## src/vdmc_pkg.sv

```systemverilog
// Shared types and codes for the vehicle drive mode controller.
package vdmc_pkg;

    localparam int DIST_W = 12;
    localparam int KEY_W  = 8;
    localparam int CFG_W  = 12;

    typedef enum logic [2:0] {
        MODE_IDLE         = 3'd0,
        MODE_LKAS         = 3'd1,
        MODE_LKAS_STOPPED = 3'd2,
        MODE_LANE_CHANGE  = 3'd3,
        MODE_SIGN_TURN    = 3'd4,
        MODE_MANUAL       = 3'd5,
        MODE_EMERGENCY    = 3'd6,
        MODE_PARK         = 3'd7
    } mode_t;

    typedef enum logic [2:0] {
        LK_NONE       = 3'd0,
        LK_START      = 3'd1,
        LK_STOP       = 3'd2,
        LK_RUN        = 3'd3,
        LK_RUN_CRUISE = 3'd4
    } lk_cmd_t;

    localparam logic [1:0] MAN_NONE        = 2'd0;
    localparam logic [1:0] MAN_LANE_CHANGE = 2'd1;
    localparam logic [1:0] MAN_SIGN_TURN   = 2'd2;

    localparam logic [0:0] CFG_ACC_ON_BELOW  = 1'b0;
    localparam logic [0:0] CFG_ACC_OFF_ABOVE = 1'b1;

    localparam logic [CFG_W-1:0] ACC_ON_BELOW_RST  = 12'd300;
    localparam logic [CFG_W-1:0] ACC_OFF_ABOVE_RST = 12'd500;

    localparam logic [KEY_W-1:0] KEY_LANE_KEEP = 8'h6C; // 'l'
    localparam logic [KEY_W-1:0] KEY_PARK      = 8'h70; // 'p'
    localparam logic [KEY_W-1:0] KEY_ONE       = 8'h31; // '1'
    localparam logic [KEY_W-1:0] KEY_TWO       = 8'h32; // '2'
    localparam logic [KEY_W-1:0] KEY_THREE     = 8'h33; // '3'
    localparam logic [KEY_W-1:0] KEY_NINE      = 8'h39; // '9'

    typedef struct packed {
        logic [DIST_W-1:0] distance_mm;
        logic              brake_request;
        logic              obstacle_timeout;
        logic              red_sign;
        logic [KEY_W-1:0]  key_code;
    } tick_t;

    typedef struct packed {
        logic       clear_red_sign;
        logic       clear_obstacle;
        logic       park_cmd;
        logic       leds_off;
        logic       sound_alarm;
        logic       manual_cmd;
        logic [1:0] maneuver;
        logic       start_timeout;
        logic       brake;
        lk_cmd_t    lane_keep_cmd;
        mode_t      mode;
    } cmd_t;

endpackage

```

## src/vehicle_drive_mode_controller.sv

```systemverilog
// Vehicle drive mode controller: tick decode, mode state machine and command register.
//
// Usage: each word on the s_ channel is one control tick carrying the forward
// distance, the emergency brake flag, the obstacle timeout flag, the red sign
// flag and the last key. For every tick the block returns exactly one command
// word on the m_ channel: the new drive mode plus one-tick commands for the
// lane keeper, brakes, timers, maneuvers, manual drive, alarm, LEDs and park.
// The two cruise thresholds are written through cfg_we/cfg_addr/cfg_wdata; the
// user must do so only while no tick is in flight (the block does not enforce it).
// Path: an accepted tick is held in the input register and decided from there;
// its command word is written into the command register, which drives m_tvalid.
// Throughput: one tick per cycle while the receiver does not stall; the mode decision
// between the input register and the command register is the only loop.
// Reset (aresetn low, synchronous) empties both registers, sets the mode to
// idle, clears the cruise enable, arms the alarm and loads the threshold
// defaults of 300 mm and 500 mm.
// When the receiver stalls the command word holds; one more tick may sit in
// the input register, after which s_tready drops until m_tready returns.
module vehicle_drive_mode_controller
    import vdmc_pkg::*;
(
    input  logic        aclk,
    input  logic        aresetn,
    input  logic        cfg_we,
    input  logic [0:0]  cfg_addr,
    input  logic [11:0] cfg_wdata,
    input  logic        s_tvalid,
    output logic        s_tready,
    // [11:0] distance_mm, [12] brake_request, [13] obstacle_timeout,
    // [14] red_sign, [22:15] key_code, [23] unused
    input  logic [23:0] s_tdata,
    output logic        m_tvalid,
    input  logic        m_tready,
    // [2:0] mode, [5:3] lane_keep_cmd, [6] brake, [7] start_timeout,
    // [9:8] maneuver, [10] manual_cmd, [11] sound_alarm, [12] leds_off,
    // [13] park_cmd, [14] clear_obstacle, [15] clear_red_sign
    output logic [15:0] m_tdata
);

    logic [CFG_W-1:0] acc_on_below_reg;
    logic [CFG_W-1:0] acc_off_above_reg;
    logic             in_valid_reg;
    tick_t            tick_reg;
    logic             out_valid_reg;
    cmd_t             cmd_reg;
    mode_t            mode_reg;
    mode_t            mode_next;
    logic             cruise_reg;
    logic             cruise_next;
    logic             armed_reg;
    logic             armed_next;
    mode_t            eff_mode;
    cmd_t             cmd_next;
    logic             advance;
    logic             rev_key;
    logic             digit_key;

    assign advance  = in_valid_reg && (!out_valid_reg || m_tready);
    assign s_tready = !in_valid_reg || advance;
    assign m_tvalid = out_valid_reg;
    assign m_tdata  = cmd_reg;

    assign rev_key   = (tick_reg.key_code == KEY_ONE) || (tick_reg.key_code == KEY_TWO)
                       || (tick_reg.key_code == KEY_THREE);
    assign digit_key = (tick_reg.key_code >= KEY_ONE) && (tick_reg.key_code <= KEY_NINE);
    assign eff_mode  = tick_reg.red_sign ? MODE_SIGN_TURN : mode_reg;

    always_ff @(posedge aclk) begin
        if (!aresetn) begin
            acc_on_below_reg  <= ACC_ON_BELOW_RST;
            acc_off_above_reg <= ACC_OFF_ABOVE_RST;
        end else if (cfg_we) begin
            unique case (cfg_addr)
                CFG_ACC_ON_BELOW:  acc_on_below_reg  <= cfg_wdata;
                CFG_ACC_OFF_ABOVE: acc_off_above_reg <= cfg_wdata;
                default: ;
            endcase
        end
    end

    always_ff @(posedge aclk) begin
        if (!aresetn) begin
            in_valid_reg <= 1'b0;
        end else if (s_tvalid && s_tready) begin
            in_valid_reg <= 1'b1;
        end else if (advance) begin
            in_valid_reg <= 1'b0;
        end
    end

    always_ff @(posedge aclk) begin
        if (s_tvalid && s_tready) begin
            tick_reg.distance_mm      <= s_tdata[11:0];
            tick_reg.brake_request    <= s_tdata[12];
            tick_reg.obstacle_timeout <= s_tdata[13];
            tick_reg.red_sign         <= s_tdata[14];
            tick_reg.key_code         <= s_tdata[22:15];
        end
    end

    always_ff @(posedge aclk) begin
        if (!aresetn) begin
            out_valid_reg <= 1'b0;
            mode_reg      <= MODE_IDLE;
            cruise_reg    <= 1'b0;
            armed_reg     <= 1'b1;
        end else begin
            if (advance) begin
                out_valid_reg <= 1'b1;
                mode_reg      <= mode_next;
                cruise_reg    <= cruise_next;
                armed_reg     <= armed_next;
            end else if (m_tready) begin
                out_valid_reg <= 1'b0;
            end
        end
    end

    always_ff @(posedge aclk) begin
        if (advance) begin
            cmd_reg <= cmd_next;
        end
    end

    // next state
    always_comb begin
        mode_next = eff_mode;
        unique case (eff_mode)
            MODE_LKAS: begin
                if (tick_reg.brake_request) begin
                    mode_next = MODE_LKAS_STOPPED;
                end
            end
            MODE_LKAS_STOPPED: begin
                if (tick_reg.obstacle_timeout) begin
                    mode_next = MODE_LANE_CHANGE;
                end else if (!tick_reg.brake_request) begin
                    mode_next = MODE_LKAS;
                end
            end
            MODE_LANE_CHANGE: mode_next = MODE_LKAS;
            MODE_SIGN_TURN:   mode_next = MODE_IDLE;
            MODE_IDLE: begin
                if (tick_reg.key_code == KEY_LANE_KEEP) begin
                    mode_next = MODE_LKAS;
                end else if (digit_key) begin
                    mode_next = MODE_MANUAL;
                end else if (tick_reg.key_code == KEY_PARK) begin
                    mode_next = MODE_PARK;
                end
            end
            MODE_MANUAL: begin
                if (tick_reg.brake_request && !rev_key) begin
                    mode_next = MODE_EMERGENCY;
                end
            end
            MODE_EMERGENCY: begin
                if (rev_key) begin
                    mode_next = MODE_MANUAL;
                end else if (!tick_reg.brake_request) begin
                    mode_next = MODE_IDLE;
                end
            end
            MODE_PARK: mode_next = MODE_IDLE;
            default:   mode_next = MODE_IDLE;
        endcase
    end

    // outputs
    always_comb begin
        cmd_next      = '0;
        cmd_next.mode = mode_next;
        cruise_next   = cruise_reg;
        armed_next    = armed_reg;
        if (tick_reg.red_sign && ((mode_reg == MODE_LKAS) || (mode_reg == MODE_LKAS_STOPPED)
                                  || (mode_reg == MODE_LANE_CHANGE))) begin
            cmd_next.lane_keep_cmd = LK_STOP;
        end
        unique case (eff_mode)
            MODE_LKAS: begin
                if (tick_reg.brake_request) begin
                    cmd_next.lane_keep_cmd = LK_STOP;
                    cmd_next.brake         = 1'b1;
                    cmd_next.start_timeout = 1'b1;
                end else begin
                    if (tick_reg.distance_mm < acc_on_below_reg) begin
                        cruise_next = 1'b1;
                    end else if (tick_reg.distance_mm > acc_off_above_reg) begin
                        cruise_next = 1'b0;
                    end
                    cmd_next.lane_keep_cmd = cruise_next ? LK_RUN_CRUISE : LK_RUN;
                end
            end
            MODE_LKAS_STOPPED: begin
                if (!tick_reg.brake_request) begin
                    cmd_next.lane_keep_cmd = LK_START;
                end
            end
            MODE_LANE_CHANGE: begin
                cmd_next.maneuver       = MAN_LANE_CHANGE;
                cmd_next.clear_obstacle = 1'b1;
                cmd_next.lane_keep_cmd  = LK_START;
            end
            MODE_SIGN_TURN: begin
                cmd_next.maneuver       = MAN_SIGN_TURN;
                cmd_next.clear_red_sign = 1'b1;
            end
            MODE_IDLE: begin
                if (tick_reg.key_code == KEY_LANE_KEEP) begin
                    cmd_next.lane_keep_cmd = LK_START;
                end
            end
            MODE_MANUAL: begin
                if (!(tick_reg.brake_request && !rev_key)) begin
                    cmd_next.manual_cmd = 1'b1;
                end
            end
            MODE_EMERGENCY: begin
                cmd_next.brake       = 1'b1;
                cmd_next.sound_alarm = armed_reg;
                armed_next           = 1'b0;
                if (rev_key || !tick_reg.brake_request) begin
                    armed_next        = 1'b1;
                    cmd_next.leds_off = 1'b1;
                end
            end
            MODE_PARK: cmd_next.park_cmd = 1'b1;
            default: ;
        endcase
    end

`ifndef SYNTHESIS
    a_alarm_brakes: assert property (@(posedge aclk) disable iff (!aresetn)
        (m_tvalid && cmd_reg.sound_alarm) |-> cmd_reg.brake)
        else $error("alarm issued without brake");

    a_leds_off_mode: assert property (@(posedge aclk) disable iff (!aresetn)
        (m_tvalid && cmd_reg.leds_off) |->
            ((cmd_reg.mode == MODE_MANUAL) || (cmd_reg.mode == MODE_IDLE)))
        else $error("leds off outside emergency exit");

    a_sign_turn_idle: assert property (@(posedge aclk) disable iff (!aresetn)
        (m_tvalid && cmd_reg.clear_red_sign) |->
            ((cmd_reg.mode == MODE_IDLE) && (cmd_reg.maneuver == MAN_SIGN_TURN)))
        else $error("sign turn did not return to idle");

    a_timeout_stopped: assert property (@(posedge aclk) disable iff (!aresetn)
        (m_tvalid && cmd_reg.start_timeout) |->
            ((cmd_reg.mode == MODE_LKAS_STOPPED) && (cmd_reg.lane_keep_cmd == LK_STOP)))
        else $error("timeout start outside lanekeep stop");
`endif

endmodule
```

## config.mk

```make
export PLATFORM = sky130hd
export DESIGN_NAME = vehicle_drive_mode_controller
export DESIGN_NICKNAME = d
export VERILOG_FILES = /design/src/vdmc_pkg.sv /design/src/vehicle_drive_mode_controller.sv
export SDC_FILE = /design/constraint.sdc
export NUM_CORES = 1
export LEC_CHECK = 0
export BUFFER_PORTS_ARGS = -buffer_cell sky130_fd_sc_hd__buf_2
export CAP_MARGIN = 20
export CORE_MARGIN = 1.5
export CORE_UTILIZATION = 55
export CTS_CLUSTER_DIAMETER = 120
export DETAILED_ROUTE_END_ITERATION = 6
export GPL_ROUTABILITY_DRIVEN = 1
export GPL_TIMING_DRIVEN = 0
export PLACE_DENSITY_LB_ADDON = 0.05
export SLEW_MARGIN = 20
export SYNTH_ARGS = -nofsm -noshare
export SYNTH_HDL_FRONTEND = slang
export SYNTH_SLANG_ARGS = --single-unit
```

## constraint.sdc

```tcl
create_clock -name aclk -period 3.3 [get_ports aclk]
set_clock_uncertainty 0.1 [all_clocks]
set_input_delay 0.165 -clock aclk [delete_from_list [all_inputs] [get_ports aclk]]
set_output_delay 0.165 -clock aclk [all_outputs]
set_load 0.01 [all_outputs]
```

==> impl_metrics.csv <==
group,metric,value,unit
status,status,"completed",
synth,synth_top_area_share,34.0,%
synth,avgSynthCellArea,10.5,um^2
clock_network,clkTransAtPathRegs,0.08,ns
clock_network,clock_latency,0.35,ns
cells_and_area,drive_gt1_share,22.6,%
synth,yosys.area_share.adder,8.82,%
clock_network,numCtsBuffers,9,
sta,slew_headroom,57.3,%
synth,yosysTopAreaCell,"edfxtp_1",
global_route,grt_max_degree,24,
critical_path,path_cells,"ha_1 > a21oi_1 > nor2_1 > or4b_1 > a221oi_2 > a311oi_2 > o311a_1",
critical_path,cp_slowest_cell,"or4b_1",
cells_and_area,layout_commonest_cell,"buf_2",
synth,synth_top_flop_cell,"edfxtp_1",
route,avgRoutedWirePerCell,15.0,um
critical_path,cp_slowest_stage_delay,0.51,ns
sta,fin_crit,2.52,ns
clock_network,clkSinkCount,68,
power_and_ir_drop,intPower,1.39,mW
run,cap_violations,0,
synth,synth_xor_area_share,0,%
synth,netlist_instances,310,
power_and_ir_drop,seq_power_share,51.9,%
floorplan,start_util,58.2,%
clock_network,postCtsSetupRepairBufs,0,
power_and_ir_drop,sw_frac_of_total,24.7,%
route,ant_nets,0,
synth,synthMuxAreaShare,0.920,%
synth,yosys_warnings,0,
cells_and_area,final_area,4200,um^2
critical_path,startpoint_type,"flop",
route,postRouteWirelength,7.36,mm
floorplan,die_w,80.0,um
place,gp_congestion,0.901,
place,placed_area,3640,um^2
place,portBuffers,58,
global_route,grt_overflow,0,
global_route,grt_pass1_wl,11.7,mm
place,place_inst,440,
place,preCtsSetupSlack,0.809,ns
cells_and_area,nets,480,
sta,slew_violations,0,
route,vias_per_cell,5.40,
cells_and_area,n_antenna_cell,0,
power_and_ir_drop,power.density,439,nW/um^2
sta,hold_violations,0,
floorplan,die-area,6410,um^2
floorplan,io_pins,60,
sta,tightestPinTransition,0.640,ns
critical_path,critPathKind,"flop to flop",
critical_path,endpoint_kind,"flop",
cells_and_area,syn_to_final_growth,28.6,%
place,dp.final_hpwl,4.76,mm
synth,synth_nets,375,
synth,yosys.area_share.simple,15.8,%
route,drc,0,
global_route,track_usage,25.0,%
sta,fin_crit_sh,76.3,%
synth,async_flop_share,0,%
critical_path,worstPathArrival,2.52,ns
cells_and_area,largest_register_ffs,23,
synth,synthesis.area,3260,um^2
power_and_ir_drop,ir_worst_vdd,0.310,mV
critical_path,cp_num_buf_inv,0,
power_and_ir_drop,clkPwrFrac,36.2,%
synth,synth-seq-area-share,53.0,%
route,drtIter0Drc,148,
sta,fin_tns_setup,0,ns
synth,synth_edf_count,37,
power_and_ir_drop,switching_power,0.455,mW
floorplan,rows,27,
sta,rsz0062_at_grt,"false",
clock_network,clockBufferDepth,2,
cells_and_area,stdcell_count,492,
critical_path,path_max_fanout,3,
synth,synth_compound_area_share,16.1,%
hold_path,hp-class,"input pin to flop",
critical_path,cp_top_family,"compound AO/OA/AOI/OAI gates",
sta,finalSetupViolCount,0,
global_route,grt_pass1_vias,2573,
synth,synth_top_family_by_area,"compound AO/OA/AOI/OAI gates",
cells_and_area,layout_common_cells,"buf_2, nand2_1, edfxtp_1",
route,drt_pass1_iterations,4,
critical_path,cp.required,3.30,ns
sta,setup_ws,0.781,ns
clock_network,cts_tree,"built",
route,vias,2655,
power_and_ir_drop,p_leak,1.78,nW
power_and_ir_drop,combinationalPowerShare,12.0,%
synth,synth.distinct_cells,50,
synth,ys_ff_latch,68,
floorplan,die_y,80.0,um
sta,max_freq,397,MHz
clock_network,root_buffer,"clkbuf_8",
synth,yosys-top-cells-area,"edfxtp_1, dfxtp_1, ha_1",
global_route,antenna_found_initial,0,
clock_network,h-tree-depth,3,
floorplan,coreArea,5610,um^2
[path summary, 6_finish.rpt]
| path | start | cells past startpoint | to | slack [ns] |
|---|---|---|---|---|
| worst max-delay path | tick_reg[18]$_DFFE_PP_ | 7 | m_tdata[4]$_DFFE_PP_ | 0.78 |
| worst min-delay path | aresetn | 2 | acc_on_below_reg[11]$_SDFFE_PN0P_ | 0.02 |
| worst max register to register | tick_reg[18]$_DFFE_PP_ | 7 | m_tdata[4]$_DFFE_PP_ | 0.78 |
| worst min register to register | acc_on_below_reg[10]$_SDFFE_PN0P_ | 2 | acc_on_below_reg[10]$_SDFFE_PN0P_ | 0.36 |
[cell type report]
| type | count | area (um^2) |
|---|---|---|
| inverter | 29 | 109 |
| sequential | 68 | 1730 |
| fill | 418 | 1410 |
| tap | 72 | 90.1 |
| timing repair buffer | 94 | 651 |
| clock inverter | 7 | 67.6 |
| clock buffer | 9 | 124 |
| multi-input combinational | 201 | 1360 |
| buffer | 12 | 63.8 |
[worst reg2reg max path, stage by stage, from the launching register on]
cell,delay (ns)
edfxtp_1,0.42
ha_1,0.32
a21oi_1,0.19
nor2_1,0.06
or4b_1,0.51
a221oi_2,0.24
a311oi_2,0.10
o311a_1,0.33
[cells by family after synthesis]
family	after synthesis
buffers and inverters	41
AOI/OAI and AO/OA	70
and+or+nand+nor	105
adders and majority gates	23
DFF	68
muxes	3
[Yosys cell counts (2+ instances only)]
cell and number:
a21boi_0 16, a21o_1 8, a21oi_1 10, a31o_2 2
a31oi_1 3, and2_1 2, and3_1 2, buf_4 3
clkbuf_1 7, dfxtp_1 31, edfxtp_1 37, ha_1 23
inv_1 29, mux2i_1 3, nand2_1 52, nand2b_1 5
nand3_2 2, nand4_1 4, nor2_1 15, nor2b_1 5
nor3_1 6, o2111ai_1 2, o211ai_1 10, o21ai_0 5
or2b_2 3
[through the flow]
step                utilization (%)  hold WS (ns)  power, mW
floorplan                         -         0.164       1.08
global placement               65.0         0.241       1.15
detailed placement             65.0         0.243       1.16
CTS                            74.8        0.0135       1.84
global route                   74.9        0.0304       1.92
finish                         74.9        0.0223       1.84
[routing by layer]
metal / wire (um) / track usage (%)
met1: 3230 / 30.1
met4: 100 / 8.10
met2: 3590 / 42.9
met5: 0 / 0
met3: 450 / 6.97
[what timing repair did]
item                       CTS  global route
setup endpoints to repair    0             0
hold endpoints to repair    47             0
hold buffers                36             0
gates resized for setup      0             0
[power groups by stage]
| stage | Combinational (mW) | Clock [mW] | Sequential, mW |
|---|---|---|---|
| final | 0.220 | 0.666 | 0.956 |
| after floorplan | 0.110 | 0 | 0.974 |
| after detailed placement | 0.182 | 0 | 0.974 |
| after global routing | 0.244 | 0.711 | 0.960 |
| after CTS | 0.216 | 0.673 | 0.956 |
| after global placement | 0.177 | 0 | 0.973 |
Power figures use the tool's default switching activity.
